**src/design/sortl_pkg.sv**
```systemverilog
// ----------------------------------------------------------------------------
// sortl_pkg
// Shared constants, operation codes and the request word type for the
// sorted list table.
// ----------------------------------------------------------------------------
package sortl_pkg;

  // table size and derived widths
  localparam int CAPACITY  = 16;
  localparam int IDX_W     = (CAPACITY > 1) ? $clog2(CAPACITY) : 1;
  localparam int CNT_W     = $clog2(CAPACITY + 1);

  // field widths of the channel words
  localparam int KIND_W    = 3;
  localparam int VAL_W     = 32;
  localparam int POS_IN_W  = 8;
  localparam int POS_OUT_W = 4;
  localparam int FILL_W    = 5;

  // width used to compare a requested position against the count
  localparam int CMP_W     = (POS_IN_W > CNT_W) ? POS_IN_W : CNT_W;

  // operation codes
  typedef enum logic [KIND_W-1:0] {
    KIND_INSERT     = 3'd0,
    KIND_REMOVE_VAL = 3'd1,
    KIND_READ_POS   = 3'd2,
    KIND_FIND_VAL   = 3'd3,
    KIND_REMOVE_POS = 3'd4
  } kind_t;

  // registered request word handed from the input stage to the table
  typedef struct packed {
    logic                      valid;
    logic [KIND_W-1:0]         kind;
    logic signed [VAL_W-1:0]   value;
    logic [POS_IN_W-1:0]       pos;
  } req_t;

endpackage

```
**src/design/sortl_in_if.sv**
```systemverilog
// ----------------------------------------------------------------------------
// sortl_in_if
// Request channel: valid/ready handshake carrying one operation word.
// ----------------------------------------------------------------------------
interface sortl_in_if;

  logic                                    valid;
  logic                                    ready;
  logic [sortl_pkg::KIND_W-1:0]            kind;
  logic signed [sortl_pkg::VAL_W-1:0]      value_in;
  logic [sortl_pkg::POS_IN_W-1:0]          position_in;

  modport source (output valid, kind, value_in, position_in, input ready);
  modport sink   (input valid, kind, value_in, position_in, output ready);

endinterface

```
**src/design/sortl_out_if.sv**
```systemverilog
// ----------------------------------------------------------------------------
// sortl_out_if
// Result channel: valid/ready handshake carrying one result word.
// ----------------------------------------------------------------------------
interface sortl_out_if;

  logic                                    valid;
  logic                                    ready;
  logic                                    ok;
  logic signed [sortl_pkg::VAL_W-1:0]      value_out;
  logic [sortl_pkg::POS_OUT_W-1:0]         position_out;
  logic [sortl_pkg::FILL_W-1:0]            fill_count;

  modport source (output valid, ok, value_out, position_out, fill_count, input ready);
  modport sink   (input valid, ok, value_out, position_out, fill_count, output ready);

endinterface

```
**src/design/sorted_list_table.sv**
```systemverilog
// Path: an accepted word passes the input register, then the result
// register. Throughput: one word per cycle unless out_ch.ready stalls; the
// compare and shift finish in the cycle after the input register.
// Reset: synchronous, active low; clears the fill count and both valid
// flags. Entry registers are not reset and are only read below the count.
// ----------------------------------------------------------------------------
// sorted_list_table
// Ascending sorted table of signed values with insert, remove by value,
// read at position, find and remove at position.
// ----------------------------------------------------------------------------
module sorted_list_table (
  input  logic          clk,
  input  logic          rst_n,
  sortl_in_if.sink      in_ch,
  sortl_out_if.source   out_ch
);

  sortl_pkg::req_t  req;
  logic             advance;

  // input register
  sortl_in_reg u_in_reg (
    .clk     (clk),
    .rst_n   (rst_n),
    .in_ch   (in_ch),
    .advance (advance),
    .req     (req)
  );

  // table and result register
  sortl_table u_table (
    .clk     (clk),
    .rst_n   (rst_n),
    .req     (req),
    .advance (advance),
    .out_ch  (out_ch)
  );

endmodule

```
**src/design/sortl_in_reg.sv**
```systemverilog
// ----------------------------------------------------------------------------
// sortl_in_reg
// Input register: captures one request word per cycle and holds it while
// the table stage is stalled.
// ----------------------------------------------------------------------------
module sortl_in_reg (
  input  logic               clk,
  input  logic               rst_n,
  sortl_in_if.sink           in_ch,
  input  logic               advance,
  output sortl_pkg::req_t    req
);

  logic                                   valid_r;
  logic [sortl_pkg::KIND_W-1:0]           kind_r;
  logic signed [sortl_pkg::VAL_W-1:0]     value_r;
  logic [sortl_pkg::POS_IN_W-1:0]         pos_r;

  // take a new word when empty or when the held one moves on
  assign in_ch.ready = !valid_r || advance;

  always_ff @(posedge clk) begin
    if (!rst_n) begin
      valid_r <= 1'b0;
    end else if (in_ch.ready) begin
      valid_r <= in_ch.valid;
    end
  end

  // payload, no reset
  always_ff @(posedge clk) begin
    if (in_ch.ready && in_ch.valid) begin
      kind_r  <= in_ch.kind;
      value_r <= in_ch.value_in;
      pos_r   <= in_ch.position_in;
    end
  end

  assign req.valid = valid_r;
  assign req.kind  = kind_r;
  assign req.value = value_r;
  assign req.pos   = pos_r;

endmodule

```
**src/design/sortl_table.sv**
```systemverilog
// ----------------------------------------------------------------------------
// sortl_table
// Sorted entry registers with fill count. Compares the request value
// against all entries in parallel, shifts the array for insert or remove,
// and registers the result word.
// ----------------------------------------------------------------------------
module sortl_table (
  input  logic               clk,
  input  logic               rst_n,
  input  sortl_pkg::req_t    req,
  output logic               advance,
  sortl_out_if.source        out_ch
);

  localparam int CAP   = sortl_pkg::CAPACITY;
  localparam int IDX_W = sortl_pkg::IDX_W;
  localparam int CNT_W = sortl_pkg::CNT_W;
  localparam int VAL_W = sortl_pkg::VAL_W;
  localparam int CMP_W = sortl_pkg::CMP_W;

  logic signed [VAL_W-1:0]  entries_r [CAP];
  logic signed [VAL_W-1:0]  entries_nxt [CAP];
  logic [CNT_W-1:0]         count_r;
  logic [CNT_W-1:0]         count_nxt;

  logic                     out_valid_r;
  logic                     ok_r;
  logic signed [VAL_W-1:0]  vout_r;
  logic [sortl_pkg::POS_OUT_W-1:0] pout_r;
  logic [sortl_pkg::FILL_W-1:0]    fill_r;

  logic                     fire;
  logic [CAP-1:0]           ltv;
  logic [CAP-1:0]           eqv;
  logic [CNT_W-1:0]         at;
  logic [IDX_W-1:0]         at_idx;
  logic [IDX_W-1:0]         pos_idx;
  logic                     full;
  logic                     found;
  logic                     pos_ok;
  logic signed [VAL_W-1:0]  pos_entry;

  logic                     do_ins;
  logic                     do_rm;
  logic [IDX_W-1:0]         rm_idx;
  logic                     ok_nxt;
  logic signed [VAL_W-1:0]  vout_nxt;
  logic [sortl_pkg::POS_OUT_W-1:0] pout_nxt;

  // stage moves when the result register is free or being drained
  assign advance = !out_valid_r || out_ch.ready;
  assign fire    = req.valid && advance;

  // parallel compare against every live entry
  always_comb begin
    for (int i = 0; i < CAP; i++) begin
      ltv[i] = (CNT_W'(i) < count_r) && (entries_r[i] < req.value);
      eqv[i] = (entries_r[i] == req.value);
    end
  end

  // entries below the value form a prefix; its length is the insert slot
  assign at      = CNT_W'($countones(ltv));
  assign at_idx  = IDX_W'(at);
  assign pos_idx = IDX_W'(req.pos);
  assign full    = (count_r == CNT_W'(CAP));
  assign found   = (at < count_r) && eqv[at_idx];
  assign pos_ok  = (CMP_W'(req.pos) < CMP_W'(count_r));
  assign pos_entry = entries_r[pos_idx];

  // operation decode
  always_comb begin
    do_ins   = 1'b0;
    do_rm    = 1'b0;
    rm_idx   = pos_idx;
    ok_nxt   = 1'b0;
    vout_nxt = '0;
    pout_nxt = '0;
    case (req.kind)
      sortl_pkg::KIND_INSERT: begin
        do_ins = !full;
        ok_nxt = !full;
      end
      sortl_pkg::KIND_REMOVE_VAL: begin
        do_rm  = found;
        rm_idx = at_idx;
        ok_nxt = found;
      end
      sortl_pkg::KIND_READ_POS: begin
        ok_nxt = pos_ok;
        if (pos_ok) begin
          vout_nxt = pos_entry;
        end
      end
      sortl_pkg::KIND_FIND_VAL: begin
        ok_nxt = found;
        if (found) begin
          pout_nxt = sortl_pkg::POS_OUT_W'(at);
        end
      end
      sortl_pkg::KIND_REMOVE_POS: begin
        do_rm  = pos_ok;
        ok_nxt = pos_ok;
        if (pos_ok) begin
          vout_nxt = pos_entry;
        end
      end
      default: begin
        ok_nxt = 1'b0;
      end
    endcase
  end

  // shifted array and count
  always_comb begin
    for (int i = 0; i < CAP; i++) begin
      entries_nxt[i] = entries_r[i];
      if (do_ins) begin
        if (IDX_W'(i) == at_idx) begin
          entries_nxt[i] = req.value;
        end else if (IDX_W'(i) > at_idx && i > 0) begin
          entries_nxt[i] = entries_r[(i > 0) ? i - 1 : 0];
        end
      end else if (do_rm) begin
        if (IDX_W'(i) >= rm_idx && i < CAP - 1) begin
          entries_nxt[i] = entries_r[(i < CAP - 1) ? i + 1 : i];
        end
      end
    end
    count_nxt = count_r;
    if (do_ins) begin
      count_nxt = count_r + CNT_W'(1);
    end else if (do_rm) begin
      count_nxt = count_r - CNT_W'(1);
    end
  end

  // entry registers, no reset
  always_ff @(posedge clk) begin
    if (fire && (do_ins || do_rm)) begin
      for (int i = 0; i < CAP; i++) begin
        entries_r[i] <= entries_nxt[i];
      end
    end
  end

  // fill count
  always_ff @(posedge clk) begin
    if (!rst_n) begin
      count_r <= '0;
    end else if (fire) begin
      count_r <= count_nxt;
    end
  end

  // result register
  always_ff @(posedge clk) begin
    if (!rst_n) begin
      out_valid_r <= 1'b0;
    end else if (advance) begin
      out_valid_r <= req.valid;
    end
  end

  always_ff @(posedge clk) begin
    if (fire) begin
      ok_r   <= ok_nxt;
      vout_r <= vout_nxt;
      pout_r <= pout_nxt;
      fill_r <= sortl_pkg::FILL_W'(count_nxt);
    end
  end

  assign out_ch.valid        = out_valid_r;
  assign out_ch.ok           = ok_r;
  assign out_ch.value_out    = vout_r;
  assign out_ch.position_out = pout_r;
  assign out_ch.fill_count   = fill_r;

endmodule

```
**src/flat_wrapper.sv**
```systemverilog
// flat-port wrapper written by rule: the top's interface ports become plain ports
module sorted_list_table_flat 
  (clk, rst_n, in_ch_valid, in_ch_kind, in_ch_value_in, in_ch_position_in, in_ch_ready, out_ch_valid, out_ch_ok, out_ch_value_out, out_ch_position_out, out_ch_fill_count, out_ch_ready);
  sortl_in_if in_ch_i ();
  sortl_out_if out_ch_i ();
  input  logic clk;
  input  logic rst_n;
  input wire logic [$bits(in_ch_i.valid)-1:0] in_ch_valid;
  input wire logic [$bits(in_ch_i.kind)-1:0] in_ch_kind;
  input wire logic [$bits(in_ch_i.value_in)-1:0] in_ch_value_in;
  input wire logic [$bits(in_ch_i.position_in)-1:0] in_ch_position_in;
  output wire logic [$bits(in_ch_i.ready)-1:0] in_ch_ready;
  output wire logic [$bits(out_ch_i.valid)-1:0] out_ch_valid;
  output wire logic [$bits(out_ch_i.ok)-1:0] out_ch_ok;
  output wire logic [$bits(out_ch_i.value_out)-1:0] out_ch_value_out;
  output wire logic [$bits(out_ch_i.position_out)-1:0] out_ch_position_out;
  output wire logic [$bits(out_ch_i.fill_count)-1:0] out_ch_fill_count;
  input wire logic [$bits(out_ch_i.ready)-1:0] out_ch_ready;
  assign in_ch_i.valid = in_ch_valid;
  assign in_ch_i.kind = in_ch_kind;
  assign in_ch_i.value_in = in_ch_value_in;
  assign in_ch_i.position_in = in_ch_position_in;
  assign in_ch_ready = in_ch_i.ready;
  assign out_ch_valid = out_ch_i.valid;
  assign out_ch_ok = out_ch_i.ok;
  assign out_ch_value_out = out_ch_i.value_out;
  assign out_ch_position_out = out_ch_i.position_out;
  assign out_ch_fill_count = out_ch_i.fill_count;
  assign out_ch_i.ready = out_ch_ready;
  sorted_list_table u_core (.clk(clk), .rst_n(rst_n), .in_ch(in_ch_i), .out_ch(out_ch_i));
endmodule
```
**config.mk**
```make
export PLATFORM = sky130hd
export DESIGN_NAME = sorted_list_table_flat
export DESIGN_NICKNAME = d
export VERILOG_FILES = /design/src/design/sortl_pkg.sv /design/src/design/sortl_in_if.sv /design/src/design/sortl_out_if.sv /design/src/design/sorted_list_table.sv /design/src/design/sortl_in_reg.sv /design/src/design/sortl_table.sv /design/src/flat_wrapper.sv
export SDC_FILE = /design/constraint.sdc
export NUM_CORES = 2
export LEC_CHECK = 0
export BUFFER_PORTS_ARGS = -buffer_cell sky130_fd_sc_hd__buf_4
export CORE_MARGIN = 3
export CORE_UTILIZATION = 58
export CTS_CLUSTER_SIZE = 10
export DETAILED_ROUTE_END_ITERATION = 10
export GPL_ROUTABILITY_DRIVEN = 0
export MAX_ROUTING_LAYER = met4
export PLACE_DENSITY_LB_ADDON = 0.08
export SLEW_MARGIN = 20
export SYNTH_ARGS = -nofsm -noshare
export SYNTH_HDL_FRONTEND = slang
export SYNTH_SLANG_ARGS = --single-unit
export TNS_END_PERCENT = 100
```
**constraint.sdc**
```tcl
create_clock -name clk -period 11.31 [get_ports clk]
set_input_delay 2.262 -clock clk [delete_from_list [all_inputs] [get_ports clk]]
set_output_delay 2.262 -clock clk [all_outputs]
set_load 0.01 [all_outputs]
```
==> impl_results.md <==
- Relative slew margins: between 20% and 30%
- Max-Cap Viols: 0
- Commonest cells in the netlist: 597 x edfxtp_1, 581 x o21ai_0, 564 x nand2_1, 528 x ha_1, 367 x a21oi_1
- Clock transition at the registers of the reported paths: ~0.060 ns
- Worst-path maximum fanout: 23
- Synth area leader: edfxtp_1
- Cell with the most instances after synthesis: edfxtp_1
- PostCTS Resize Cnt: 0
- Clock sink total: 604
- Syn Area/Cell: between 10 and 15 um^2
- All-Layer GR Usage: 38.5%
- Cell area after layout: 49,100 um^2
- Clock root cell: clkbuf_16
- Largest net degree at the start of global routing: 245
- Top cell type's share of synthesized area: 40.0%
- Initial core utilization: 58.8%
- Max H-tree Level: 3
- #FFs+latches synth: 604
- Status: completed
- Yosys cell types: 76
- Layout area overhead: 9.51%
- Drt first pass iters: 6
- Drt drc: 0
- Vias in the first global route: 34,400
- Data required time at the worst endpoint: about 12 ns
- Final nets: 4,947
- TritonCTS Buffers: 76
- CP endpoint kind: flop
- Number of synthesized flops with an enable pin: 597
- RSZ-0062 raised after global routing: false
- Critical path's top delay family: adder cells
- Layout cell share with drive strength beyond 1: 12.0%
- Post-Route WL: ~150,000 um
- CP peak stage delay: 0.88 ns
- Row cnt: 101
- Placed cells: roughly 5,300
- Tmin final: 10.45 ns
- Vias: 36,900
- Die area: 80,700 um^2
- Post-place instance area: 46,900 um^2
- Fmax: 0.0957 GHz
- Worst VDD drop: ~0.12 mV
- 1st-iter DRT viols: 5,417
- Worst path bufs/invs: 5
- Most frequent CP cell: fa_1
- Synth warn: 0
- Sequential share of the synthesized area: 40.3%
- Initial antenna violation count: 8
- Post-synth design cell area: 44,800 um^2
- Setup bufs post-CTS: 0
- CTS Hold Bufs: 0
- Syn Nets: 4,934
- Synth area leaders: edfxtp_1 40%, ha_1 15%, mux4_2 8.0%, o21ai_0 6.5%, mux2i_1 5.3%
- Clock Path Buffers: 3
- Asr flop ratio synth: 0%
- Power per cell area: roughly 110 nW/um^2
- Leakage: 19.2 nW
- Setup crit start kind: flop
- Slew Viols, Final: 0
- Arrival @ worst endpoint: 10.79 ns
- Die height: 284 um
- Fill count: about 6,300
- Min-Delay Path Class: reg2reg
- DIE WIDTH: about 280 um
- Final hold violation count: 0
- Final Cycle Share: 92.4%
- Multi-input logic area: ~26,000 um^2
- Drt wl/cell: around 28 um
- Crit path kind: reg2reg
- Clk_lat worst skew: roughly 0.64 ns
- Ys flop type: edfxtp_1
- Ports: 91
- DPL Wire Length: approximately 110,000 um
- Worst-margin pin slew: 1.09 ns
- Setup violations, final: 0
- Final Skew: between 0.02 and 0.025 ns
- First-pass GRT wire length: 226,000 um
- Critical path's slowest cell: ha_1
- Port Buffers: 90
- Pre-CTS setup slack: 1.09 ns
- Area of the core: 76,300 um^2
- Sum Neg Setup Slack: 0 ns
- Total congestion overflow: 0
- Final Non-Filler Cells: around 5,400
- Reg area: 18,100 um^2
- Fin worst setup slack: roughly 0.86 ns
- Vias per cell: slightly below 7
- Syn Inst Count: roughly 4,300
- CTS tree: built
- Post-DRT Antenna Nets: 0
[cells in the final DEF, fill, tap and decap left out, drive strengths merged, types with 11 or more instances in the layout]
| cell | count |
|---|---|
| edfxtp | 597 |
| o21ai | 586 |
| nand2 | 564 |
| ha | 528 |
| a21oi | 368 |
| nor2 | 306 |
| mux2i | 239 |
| buf | 196 |
| mux4 | 160 |
| a21o | 116 |
| nand4 | 110 |
| clkbuf | 103 |
| nor2b | 86 |
| inv | 49 |
| clkinv | 48 |
| nand3 | 43 |
| nor3 | 41 |
| mux2 | 32 |
| o21a | 30 |
| nand2b | 25 |
| nor4 | 15 |
| a211oi | 15 |
| o211ai | 14 |
| and4 | 11 |
[per-layer routing]
metal	global-route usage (%)	part of all wire, %	vias up	routed length, um
met5	-	0	-	0
met2	52.5	41	2341	62900
met1	54.9	41	17700	62900
met3	10.0	13	328	20200
li1	-	-	16500	-
met4	15.0	4.6	0	6980
[layout make-up]
| class | instances | share of cell area (%) |
|---|---|---|
| Clock inverter | 20 | 0.260 |
| Sequential cell | 604 | 36.8 |
| Timing Repair Buffer | 196 | 3.12 |
| Multi-Input combinational cell | 3406 | 52.4 |
| Inverter | 78 | 0.596 |
| Clock buffer | 103 | 4.16 |
| Tap cell | 1030 | 2.62 |
| Antenna cell | 4 | 0.0204 |
[through the flow]
step | util (%) | hold WS [ns] | power (mW)
2_1_floorplan | - | 0.487 | 3.04
3_3_place_gp | 61.4 | 0.501 | 3.30
3_5_place_dp | 61.4 | 0.511 | 3.31
4_1_cts | 64.3 | 0.521 | 5.53
5_1_grt | 64.3 | 0.550 | 5.70
6_report | 64.3 | 0.519 | 5.53
[cells by family after synthesis]
logic type	count (synthesis)	synth area share, %
AO/OA/AOI/OAI	1196	14.9
XOR/XNOR	7	0.153
multiplexers	431	14.2
flip-flops	604	40.3
AND/OR/NAND/NOR	1234	12.4
buffers and inverters	339	2.90
adder cells (fa/ha/maj)	538	15.2
[path summary, 6_finish.rpt]
path	from	end	slack [ns]	cells past startpoint
setup / recovery	u_core.u_in_reg.value_r[9]$_DFFE_PP_	u_core.u_table.entries_r[3][25]$_DFFE_PP_	0.86	28
hold / removal	u_core.u_in_reg.valid_r$_SDFFE_PN0N_	u_core.u_table.out_ch.valid$_SDFFE_PN0P_	0.52	2
setup reg to reg	u_core.u_in_reg.value_r[9]$_DFFE_PP_	u_core.u_table.entries_r[3][25]$_DFFE_PP_	0.86	28
hold reg to reg	u_core.u_in_reg.valid_r$_SDFFE_PN0N_	u_core.u_table.out_ch.valid$_SDFFE_PN0P_	0.52	2
[sequential cells by signal (all words and copies together) (netlist names)]
name                                cells
u_core.u_in_reg.kind_r                  3
u_core.u_in_reg.valid_r                 1
u_core.u_in_reg.value_r                32
u_core.u_in_reg.pos_r                   8
u_core.u_table.out_ch.ok                1
u_core.u_table.out_ch.position_out      4
u_core.u_table.out_ch.valid             1
u_core.u_table.entries_r              512
u_core.u_table.out_ch.value_out        32
u_core.u_table.out_ch.fill_count        5
u_core.u_table.count_r                  5
[worst register-to-register path, delay by kind of cell, from the launching register on]
kind	cells	cell delay [ns]
adder cells (fa/ha/maj)	6	3.42
AND/OR/NAND/NOR	8	2.35
AO/OA/AOI/OAI	8	2.05
buffers and inverters	5	1.49
flip-flops	1	0.53
multiplexers	1	0.31
[where the power goes]
group | switching (mW) | internal (mW)
sequential | 0.0519 | 2.50
combinational | 0.460 | 0.278
clock | 0.983 | 1.26
Power figures use the tool's default switching activity.
